$ cat config.mk
export PLATFORM = sky130hd
export DESIGN_NAME = utf16_to_utf8_transcoder_core
export DESIGN_NICKNAME = d
export VERILOG_FILES = /design/src/design/utt_pkg.sv /design/src/design/utt_front.sv /design/src/design/utt_fifo.sv /design/src/design/utt_back.sv /design/src/design/utf16_to_utf8_transcoder_core.sv
export SDC_FILE = /design/constraint.sdc
export NUM_CORES = 1
export LEC_CHECK = 0
export BUFFER_PORTS_ARGS = -buffer_cell sky130_fd_sc_hd__buf_2
export CORE_ASPECT_RATIO = 0.9
export CORE_MARGIN = 2
export CORE_UTILIZATION = 64
export CTS_CLUSTER_SIZE = 8
export DETAILED_ROUTE_END_ITERATION = 7
export GPL_ROUTABILITY_DRIVEN = 0
export HOLD_SLACK_MARGIN = 0.08
export PLACE_DENSITY = 0.85
export SYNTH_ARGS = -nofsm -noshare
export SYNTH_HDL_FRONTEND = slang
export SYNTH_SLANG_ARGS = --single-unit
$ cat constraint.sdc
create_clock -name aclk -period 7.21 [get_ports aclk]
set_clock_uncertainty 0.15 [all_clocks]
set_input_delay 1.0815 -clock aclk [delete_from_list [all_inputs] [get_ports aclk]]
set_output_delay 1.0815 -clock aclk [all_outputs]
set_load 0.02 [all_outputs]
$ cat src/design/utt_pkg.sv
// Shared types and constants of the UTF-16/Latin-1 to UTF-8 transcoder.
package utt_pkg;

    localparam int UNIT_W = 16;
    localparam int CP_W   = 21;
    localparam int BYTE_W = 8;

    localparam logic [UNIT_W-1:0] HIGH_FIRST = 16'hd800;
    localparam logic [UNIT_W-1:0] HIGH_LAST  = 16'hdbff;
    localparam logic [UNIT_W-1:0] LOW_FIRST  = 16'hdc00;
    localparam logic [UNIT_W-1:0] LOW_LAST   = 16'hdfff;
    localparam logic [CP_W-1:0]   SUPP_BASE  = 21'h10000;
    localparam logic [CP_W-1:0]   LIMIT_1B   = 21'h80;
    localparam logic [CP_W-1:0]   LIMIT_2B   = 21'h800;
    localparam logic [CP_W-1:0]   LIMIT_3B   = 21'h10000;

    localparam logic [BYTE_W-1:0] LEAD_2B = 8'hc0;
    localparam logic [BYTE_W-1:0] LEAD_3B = 8'he0;
    localparam logic [BYTE_W-1:0] LEAD_4B = 8'hf0;
    localparam logic [BYTE_W-1:0] CONT_B  = 8'h80;

    typedef enum logic [1:0] {
        STATUS_OK       = 2'd0,
        STATUS_NO_TERM  = 2'd1,
        STATUS_BAD_SURR = 2'd2
    } status_t;

    // One unit of work for the byte serializer: a code point to encode or a done marker.
    typedef struct packed {
        logic            done;
        status_t         status;
        logic [CP_W-1:0] cp;
        logic [1:0]      len_m1;
    } job_t;

endpackage

$ cat src/design/utt_front.sv
// Front end: accepts code units, tracks surrogate and error state, emits jobs.
module utt_front
    import utt_pkg::*;
(
    input  logic              aclk,
    input  logic              aresetn,
    input  logic              s_tvalid,
    output logic              s_tready,
    input  logic [UNIT_W-1:0] code_unit,
    input  logic              wide_mode,
    input  logic              final_unit,
    input  logic              queue_full,
    output logic              job_push,
    output job_t              job
);

    logic       pending_reg, pending_next;
    logic [9:0] held_reg, held_next;
    logic       skip_reg, skip_next;

    logic [UNIT_W-1:0] unit;
    logic              is_high, is_low, accept;
    logic [CP_W-1:0]   pair_cp, char_cp;

    assign s_tready = !queue_full;
    assign accept   = s_tvalid && s_tready;
    assign unit     = wide_mode ? code_unit : {8'h00, code_unit[7:0]};
    assign is_high  = wide_mode && (unit >= HIGH_FIRST) && (unit <= HIGH_LAST);
    assign is_low   = wide_mode && (unit >= LOW_FIRST) && (unit <= LOW_LAST);
    assign pair_cp  = {1'b0, held_reg, unit[9:0]} + SUPP_BASE;

    function automatic job_t char_job(input logic [CP_W-1:0] cp);
        job_t j;
        j.done   = 1'b0;
        j.status = STATUS_OK;
        j.cp     = cp;
        if (cp < LIMIT_1B) begin
            j.len_m1 = 2'd0;
        end else if (cp < LIMIT_2B) begin
            j.len_m1 = 2'd1;
        end else if (cp < LIMIT_3B) begin
            j.len_m1 = 2'd2;
        end else begin
            j.len_m1 = 2'd3;
        end
        return j;
    endfunction

    function automatic job_t done_job(input status_t st);
        job_t j;
        j.done   = 1'b1;
        j.status = st;
        j.cp     = '0;
        j.len_m1 = 2'd0;
        return j;
    endfunction

    assign char_cp = {5'd0, unit};

    always_comb begin
        pending_next = pending_reg;
        held_next    = held_reg;
        skip_next    = skip_reg;
        job_push     = 1'b0;
        job          = done_job(STATUS_OK);
        if (accept) begin
            priority if (skip_reg) begin
                if (final_unit) begin
                    skip_next = 1'b0;
                end
            end else if (final_unit) begin
                job_push     = 1'b1;
                pending_next = 1'b0;
                held_next    = '0;
                if (unit != '0) begin
                    job = done_job(STATUS_NO_TERM);
                end else if (pending_reg) begin
                    job = done_job(STATUS_BAD_SURR);
                end else begin
                    job = done_job(STATUS_OK);
                end
            end else if (pending_reg) begin
                job_push     = 1'b1;
                pending_next = 1'b0;
                held_next    = '0;
                if (is_low) begin
                    job = char_job(pair_cp);
                end else begin
                    job       = done_job(STATUS_BAD_SURR);
                    skip_next = 1'b1;
                end
            end else if (is_low) begin
                job_push  = 1'b1;
                job       = done_job(STATUS_BAD_SURR);
                skip_next = 1'b1;
            end else if (is_high) begin
                // Hold the high half until its partner arrives.
                pending_next = 1'b1;
                held_next    = unit[9:0];
            end else begin
                job_push = 1'b1;
                job      = char_job(char_cp);
            end
        end
    end

    always_ff @(posedge aclk) begin
        if (!aresetn) begin
            pending_reg <= 1'b0;
            held_reg    <= '0;
            skip_reg    <= 1'b0;
        end else begin
            pending_reg <= pending_next;
            held_reg    <= held_next;
            skip_reg    <= skip_next;
        end
    end

endmodule

$ cat src/design/utt_fifo.sv
// Small register queue of jobs between the front end and the byte serializer.
module utt_fifo
    import utt_pkg::*;
#(
    parameter int DEPTH = 2
) (
    input  logic aclk,
    input  logic aresetn,
    input  logic push,
    input  job_t push_data,
    output logic full,
    input  logic pop,
    output job_t pop_data,
    output logic empty
);

    localparam int PTR_W = (DEPTH > 1) ? $clog2(DEPTH) : 1;
    localparam int CNT_W = $clog2(DEPTH + 1);
    localparam logic [PTR_W-1:0] LAST_PTR = PTR_W'(DEPTH - 1);
    localparam logic [CNT_W-1:0] FULL_CNT = CNT_W'(DEPTH);

    job_t             mem_reg [DEPTH];
    logic [PTR_W-1:0] wr_ptr_reg, wr_ptr_next;
    logic [PTR_W-1:0] rd_ptr_reg, rd_ptr_next;
    logic [CNT_W-1:0] count_reg, count_next;
    logic             do_push, do_pop;

    assign full     = (count_reg == FULL_CNT);
    assign empty    = (count_reg == '0);
    assign do_push  = push && !full;
    assign do_pop   = pop && !empty;
    assign pop_data = mem_reg[rd_ptr_reg];

    always_comb begin
        wr_ptr_next = wr_ptr_reg;
        rd_ptr_next = rd_ptr_reg;
        count_next  = count_reg;
        if (do_push) begin
            wr_ptr_next = (wr_ptr_reg == LAST_PTR) ? '0 : wr_ptr_reg + 1'b1;
        end
        if (do_pop) begin
            rd_ptr_next = (rd_ptr_reg == LAST_PTR) ? '0 : rd_ptr_reg + 1'b1;
        end
        if (do_push && !do_pop) begin
            count_next = count_reg + 1'b1;
        end else if (do_pop && !do_push) begin
            count_next = count_reg - 1'b1;
        end
    end

    always_ff @(posedge aclk) begin
        if (do_push) begin
            mem_reg[wr_ptr_reg] <= push_data;
        end
    end

    always_ff @(posedge aclk) begin
        if (!aresetn) begin
            wr_ptr_reg <= '0;
            rd_ptr_reg <= '0;
            count_reg  <= '0;
        end else begin
            wr_ptr_reg <= wr_ptr_next;
            rd_ptr_reg <= rd_ptr_next;
            count_reg  <= count_next;
        end
    end

endmodule

$ cat src/design/utt_back.sv
// Back end: splits each job into UTF-8 bytes, one registered result item per cycle while the receiver is ready.
module utt_back
    import utt_pkg::*;
(
    input  logic              aclk,
    input  logic              aresetn,
    input  logic              queue_empty,
    input  job_t              job,
    output logic              job_pop,
    output logic              m_tvalid,
    input  logic              m_tready,
    output logic [BYTE_W-1:0] utf8_byte,
    output logic              byte_present,
    output logic              run_end,
    output logic              string_done,
    output status_t           status
);

    logic [1:0]        idx_reg, idx_next;
    logic              valid_reg, valid_next;
    logic [BYTE_W-1:0] byte_reg;
    logic              present_reg, last_reg, done_reg;
    status_t           status_reg;

    logic              load, last_byte;
    logic [BYTE_W-1:0] sel_byte;

    assign load      = !queue_empty && (!valid_reg || m_tready);
    assign last_byte = (idx_reg == job.len_m1);
    assign job_pop   = load && last_byte;

    always_comb begin
        unique case ({job.len_m1, idx_reg})
            4'b00_00: sel_byte = {1'b0, job.cp[6:0]};
            4'b01_00: sel_byte = LEAD_2B | {3'b000, job.cp[10:6]};
            4'b10_00: sel_byte = LEAD_3B | {4'h0, job.cp[15:12]};
            4'b11_00: sel_byte = LEAD_4B | {5'd0, job.cp[20:18]};
            4'b11_01: sel_byte = CONT_B | {2'b00, job.cp[17:12]};
            4'b10_01, 4'b11_10: sel_byte = CONT_B | {2'b00, job.cp[11:6]};
            4'b01_01, 4'b10_10, 4'b11_11: sel_byte = CONT_B | {2'b00, job.cp[5:0]};
            default: sel_byte = '0;
        endcase
        if (job.done) begin
            sel_byte = '0;
        end
    end

    always_comb begin
        idx_next   = idx_reg;
        valid_next = valid_reg;
        if (load) begin
            valid_next = 1'b1;
            idx_next   = last_byte ? 2'd0 : idx_reg + 2'd1;
        end else if (m_tready) begin
            valid_next = 1'b0;
        end
    end

    always_ff @(posedge aclk) begin
        if (!aresetn) begin
            idx_reg   <= 2'd0;
            valid_reg <= 1'b0;
        end else begin
            idx_reg   <= idx_next;
            valid_reg <= valid_next;
        end
    end

    always_ff @(posedge aclk) begin
        if (load) begin
            byte_reg    <= sel_byte;
            present_reg <= !job.done;
            last_reg    <= last_byte;
            done_reg    <= job.done;
            status_reg  <= job.status;
        end
    end

    assign m_tvalid     = valid_reg;
    assign utf8_byte    = byte_reg;
    assign byte_present = present_reg;
    assign run_end      = last_reg;
    assign string_done  = done_reg;
    assign status       = status_reg;

endmodule

$ cat src/design/utf16_to_utf8_transcoder_core.sv
// Top level of the UTF-16LE / Latin-1 to UTF-8 transcoder.
//
// Input stream (s_): one code unit of a zero-terminated string per item.
// tdata carries the 16-bit unit, tuser says the unit is wide UTF-16LE (1)
// or a Latin-1 byte (0), and tlast marks the terminating unit.
// Output stream (m_): one result item per cycle while m_tready is high. tdata is a UTF-8 byte;
// tuser carries byte_present, string_done and the 2-bit status; tlast ends
// the run of results caused by one input item.
//
// An input unit becomes one to four bytes; a high surrogate yields nothing
// until its low partner arrives, and the terminator yields one done item.
// After a surrogate error one done item reports it and units are dropped
// up to the next tlast. The front end takes one item per cycle into a
// FIFO_DEPTH-entry job queue unless it is full; the serializer sends one byte
// per cycle while the receiver is ready; a job yields one to four results
// (four above U+FFFF). An item goes through the job queue, then the output
// register. When the receiver stalls, the output register holds its item and
// the queue fills, after which s_tready drops. A synchronous reset empties the
// queue and clears the output valid flag and all surrogate and error state.
module utf16_to_utf8_transcoder_core
    import utt_pkg::*;
#(
    parameter int FIFO_DEPTH = 2
) (
    input  logic        aclk,
    input  logic        aresetn,
    input  logic        s_tvalid,
    output logic        s_tready,
    input  logic [15:0] s_tdata,  // [15:0] code_unit
    input  logic        s_tuser,  // [0] wide_mode
    input  logic        s_tlast,  // final_unit
    output logic        m_tvalid,
    input  logic        m_tready,
    output logic [7:0]  m_tdata,  // [7:0] utf8_byte
    output logic [3:0]  m_tuser,  // [0] byte_present, [1] string_done, [3:2] status
    output logic        m_tlast   // run_end
);

    job_t    push_job, head_job;
    logic    push, pop, full, empty;
    logic    byte_present, string_done;
    status_t status;

    utt_front u_front (
        .aclk       (aclk),
        .aresetn    (aresetn),
        .s_tvalid   (s_tvalid),
        .s_tready   (s_tready),
        .code_unit  (s_tdata),
        .wide_mode  (s_tuser),
        .final_unit (s_tlast),
        .queue_full (full),
        .job_push   (push),
        .job        (push_job)
    );

    utt_fifo #(
        .DEPTH (FIFO_DEPTH)
    ) u_fifo (
        .aclk      (aclk),
        .aresetn   (aresetn),
        .push      (push),
        .push_data (push_job),
        .full      (full),
        .pop       (pop),
        .pop_data  (head_job),
        .empty     (empty)
    );

    utt_back u_back (
        .aclk         (aclk),
        .aresetn      (aresetn),
        .queue_empty  (empty),
        .job          (head_job),
        .job_pop      (pop),
        .m_tvalid     (m_tvalid),
        .m_tready     (m_tready),
        .utf8_byte    (m_tdata),
        .byte_present (byte_present),
        .run_end      (m_tlast),
        .string_done  (string_done),
        .status       (status)
    );

    assign m_tuser = {status, string_done, byte_present};

endmodule

# --- After elaboration in Yosys (flattened, before gate mapping) ---
# Memories as Yosys holds them, arrays and structs flattened. A register that Yosys moved wholly into a read port is not among the register bits.
# Cells that the tools add are included.
classes:
  mux: 48
  bitwise: 1
  n_reduce_logical: 28
  magnitude_cmp: 10
  addsub: 6
  eq_ne: 12
ops:
  columns: ["operator", "count"]
  rows:
  - ["2-to-1 mux 26 bit", 8]
  - ["case mux 8 bit (7 select lines)", 1]
  - ["2-to-1 mux 10 bit", 4]
  - ["greater-or-equal comparator 16 bit (second input constant)", 2]
  - ["<= comparator 16 bit (second input constant)", 2]
  - ["== test 4 bit (second input constant)", 7]
  - ["2-to-1 mux 1 bit", 26]
  - ["2-to-1 mux 25 bit", 1]
  - ["adder 20 x 17 -> 21 bit (second input constant)", 1]
  - ["< comparator 21 x 12 -> 1 bit (second input constant)", 1]
  - ["< comparator 21 x 17 -> 1 bit (second input constant)", 1]
  - ["< comparator 21 x 8 -> 1 bit (second input constant)", 1]
  - ["< comparator 16 x 17 -> 1 bit (second input constant)", 1]
  - ["< comparator 16 x 12 -> 1 bit (second input constant)", 1]
  - ["< comparator 16 x 8 -> 1 bit (second input constant)", 1]
  - ["2-to-1 mux 16 bit", 1]
  - ["nonzero test 16 bit", 1]
  - ["2-to-1 mux 2 bit", 7]
  - ["logical AND 1 bit", 11]
  - ["== test 4 x 3 -> 1 bit (second input constant)", 2]
  - ["zero test 1 bit", 6]
  - ["adder 2 x 1 -> 2 bit (second input constant)", 2]
  - ["zero test 4 bit", 1]
  - ["AND reduction 4 bit", 1]
  - ["13 further kinds", 15]
word_totals:
  ram_bits: 52
  mem_count: 1
  out_inout_bits: 15
  reg_bits: 32
mem_list:
  columns: ["name", "words", "width", "rd", "rd_ports_with_merged_regs", "write_ports", "line", "text"]
  rows:
  - ["u_fifo.mem_reg", 2, 26, 1, 1, 1, "utt_fifo.sv:22", "job_t mem_reg [DEPTH];"]

# --- Longest topological paths before layout ---
logic_depth:
  depth_word: 15
  mapped_depth: 9
  ltp_nobuf: 8

# --- Cells and area by module ---
# A second synthesis with hierarchy kept.
unflattened:
  cells_unflattened: 330
  hier_area_um2: 4112.7
modules_own_cells:
  columns: ["module", "area_per_inst_um2", "n_inst", "cells_per_inst"]
  rows:
  - ["utt_fifo", 2108.3, 1, 106]
  - ["utt_back", 1038.5, 1, 104]
  - ["utt_front", 950.9, 1, 118]
  - ["utf16_to_utf8_transcoder_core", 15.0, 1, 2]

# --- Worst setup path after synthesis ---
# Ideal clock, no wire load.
synth_path:
  path_kind: "input to register"
  start: "in s_tuser"
  end: "mem u_fifo.mem_reg[0][0] in the netlist's numbering, enable pin"
  path_buffers: 1
  setup_ps: 413
  setup_slack_ps: 3703
  t_arrival_ps: 2944
  stages: 5
  path_cell_list: "buf_4 > nand4b_2 > nor3_2 > a21oi_1 > nor2b_1"
synth_between:
  elab_chain_len: 13
  word_cells_on_any_way: 18
  cone_classes: "order compare: 4; mux: 9; reduce/logical: 5"
synth_lines:
  columns: ["element", "line", "text"]
  rows:
  - ["start: declaration", "utf16_to_utf8_transcoder_core.sv:30", "input logic s_tuser,"]
  - ["2-to-1 mux 16 bit", "utt_front.sv:27", "assign unit = wide_mode ? code_unit : {8'h00, code_unit[7:0]};"]
  - ["greater-or-equal comparator 16 bit", "utt_front.sv:28", "assign is_high = wide_mode && (unit >= HIGH_FIRST) && (unit <= HIGH_LAST);"]
  - ["logical AND 1 bit (2 in a row)", "utt_front.sv:28", null]
  - ["2-to-1 mux 1 bit", "utt_front.sv:96", "end else if (is_high) begin"]
  - ["2-to-1 mux 1 bit *", "utt_front.sv:92", "end else if (is_low) begin"]
  - ["2-to-1 mux 1 bit *", "utt_front.sv:82", "end else if (pending_reg) begin"]
  - ["2-to-1 mux 1 bit *", "utt_front.sv:71", "end else if (final_unit) begin"]
  - ["2-to-1 mux 1 bit *", "utt_front.sv:67", "priority if (skip_reg) begin"]
  - ["2-to-1 mux 1 bit *", "utt_front.sv:66", "if (accept) begin"]
  - ["logical AND 1 bit *", "utt_fifo.sv:30", "assign do_push = push && !full;"]
  - ["net u_fifo.do_push", "utt_fifo.sv:26", "logic do_push, do_pop;"]
  - ["2-to-1 mux 1 bit *", "utt_fifo.sv:52", "if (do_push) begin"]
  - ["2-to-1 mux 1 bit (not written as such) *", "utt_fifo.sv:53", "mem_reg[wr_ptr_reg] <= push_data;"]
  - ["end: declaration", "utt_fifo.sv:22", null]
# The timed path passes the listed nets; every way through them passes the cells marked *.

# --- Final worst setup path ---
layout_path:
  start: "in s_tuser"
  end: "mem u_fifo.mem_reg[1][12] in the netlist's numbering, enable pin"
# Same word-level chain as after synthesis.

==> results_dict.tcl <==
set metrics [dict create \
    hpwl_mm 5.79 \
    pre_cts_slack_ns 3.85 \
    slew_headroom 0.223 \
    synth-main-ff-cell "edfxtp_1" \
    cts_tree "built" \
    crit_arrival_ns 2.77 \
    clock.fmax_ghz 0.338 \
    period_share 0.411 \
    multi_input_area_sq_um 1590 \
    cts_sinks 85 \
    setup_viol 0 \
    leakagePower_uw 0.00163 \
    synth.yosys.seq_area_share 0.578 \
    postLayoutSetupSlackWorst_ns 4.25 \
    rows 27 \
    cts.htree.levels 3 \
    fp.coreArea_sq_um 6150 \
    rsz0062_at_grt "no" \
    crit_chain "buf_2, nand4b_2, nor3_2, a21oi_1, and2_1" \
    synth_edf_count 65 \
    outcome "finished clean" \
    largest_reg_flops 52 \
    clk_latency_ns 0.35 \
    slew_viol_final 0 \
    die-area_sq_um 7020 \
    hold_violations 0 \
    critPathCaptureType "flop" \
    final_nets 389 \
    holdPathStages 2 \
    drive_above_1_share 0.246 \
    netlist_instances 326 \
    clock_path_buffers 2 \
    drt-wirelength-per-cell_um 17.8 \
    n_antenna_cell 0 \
    grt_pass1_vias 2662 \
    period_minus_slack_ns 2.96 \
    worstSetupPathType "in2reg" \
    boundaryPins 37 \
    min_path_type "reg2reg" \
    path_depth 5 \
    remaining_drc_errors 0 \
    worstRegToRegCells 8 \
    first_iter_violations 264 \
    drtAntennaViolNets 0 \
    die_w_um 88.1 \
    yosys_warnings 0 \
    layout_common_cells "edfxtp_1 (65), buf_2 (36), nor2_1 (22)" \
    grt_start_max_net_pins 30 \
    rrSetupSlack_ns 4.52 \
    critPathLaunchType "primary input" \
    clk_pin_slew_ns 0.09 \
    ys_types 66 \
    cp_top_family "simple AND/OR/NAND/NOR gates" \
    yosys-top-cells-area "edfxtp_1 (48%), dfxtp_1 (9.8%), mux2_2 (4.1%), and2_1 (2.2%), nor2b_1 (2.2%)" \
    syn_avg_cell_area_sq_um 12.5 \
    post-cts-setup-buffers 0 \
    maxCapViolCount 0 \
    die_h_um 79.7 \
    cpPeakStageDelay_ns 0.96 \
    dr_total_vias 2774 \
    synth_top_area_frac 0.479 \
    final.setup.tns_ns 0 \
    portBuffers 36 \
    vdd_ir_drop_max_mv 0.240 \
    power_density_nw_per_um2 350 \
    vias_per_cell 6.12 \
    drt_wl_total_mm 8.07 \
    netlist_area_sq_um 4070 \
    ctsHoldBuffers 0 \
    holdWs_ns 0.353 \
    globalRouteTotalUtil 0.255 \
    worstPathRequired_ns 7.02 \
    path_buf_inv 1 \
    critPathMaxFanout 26 \
    max_slew.worst_pin.slew_ns 1.17 \
    synthArstFlopShare 0 \
    start_util 0.662 \
    yosysTopAreaCell "edfxtp_1" \
    overflow 0 \
    ys_ff_latch 85 \
    area_delta_synth_final_pct 10.1 \
    fill_cells 437 \
    drtPass1Iterations 5 \
    syn-num-nets 354 \
    grt_pass1_wl_mm 13.2 \
    antenna_found_initial 0 \
    post_cts_resized 0 \
    seqCellArea_sq_um 2350 \
    clockRootBuffer "clkbuf_8" \
    cts_buffers 9 \
    mostFrequentLayoutCell "edfxtp_1" \
    slowest_stage "and2_1" \
]
tightest hold or removal path, stage by stage, from the launching register on:
cell and delay [ns]:
dfxtp_1 0.34, a31oi_1 0.04, nor2_1 0.08
cell type report:
class                           instances  share of cell area
Inverter                               12              0.0100
Timing Repair Buffer                   38              0.0435
Sequential cell                        85               0.525
Clock inverter                          7              0.0162
Clock buffer                            9              0.0276
Multi-Input combinational cell        215               0.354
Tap cell                               87              0.0243
cells by family (layout without fill, tap and decap cells):
group	after synthesis	after routing	share of synthesized area
and+or+nand+nor	116	116	0.164
xor gates and xnor gates	8	8	0.0237
buffers and inverters	26	66	0.0335
muxes	21	21	0.0605
adders and majority gates	6	6	0.0184
AOI/OAI and AO/OA	64	64	0.122
DFF	85	85	0.578
layer usage:
metal | routed length, um | up-vias | track usage
met3 | 515 | 16 | 0.0620
met2 | 3900 | 131 | 0.398
met4 | 189 | 0 | 0.102
met1 | 3470 | 1321 | 0.345
met5 | 0 | - | 0
li1 | - | 1306 | -
power breakdown:
part           internal (uW)  leakage [uW]  switching, uW
Combinational            210      0.000749            340
Clock                    161     0.0000922            167
Sequential               650      0.000788           41.9
Total                   1020       0.00163            549
synth_stat cells (6+ instances only):
| master | instances |
|---|---|
| inv_1 | 12 |
| a22oi_1 | 9 |
| and2_1 | 14 |
| o21ai_0 | 8 |
| nand3_1 | 10 |
| a22o_1 | 7 |
| mux2_2 | 15 |
| edfxtp_1 | 65 |
| ha_1 | 6 |
| nor2b_1 | 14 |
| nor2_1 | 22 |
| nand2_1 | 16 |
| dfxtp_1 | 20 |
per-stage QoR:
stage / total power [uW] / utilization / cells / instance area (sq um)
final: 1570 / 0.729 / 453 / 4480
after global routing: 1660 / 0.729 / 453 / 4480
after CTS: 1570 / 0.729 / 453 / 4480
after detailed placement: 1250 / 0.697 / 437 / 4290
after global placement: 1230 / 0.697 / 437 / 4290
after floorplan: 1120 / - / 326 / 4070
worst paths after layout:
check,startpoint,end
min reg2reg,u_front.skip_reg,u_front.skip_reg
max reg2reg,flop,u_fifo.count_reg[1]
max,s_tuser,u_fifo.mem_reg[1][12]
min,u_front.skip_reg,u_front.skip_reg
Power figures use the tool's default switching activity.
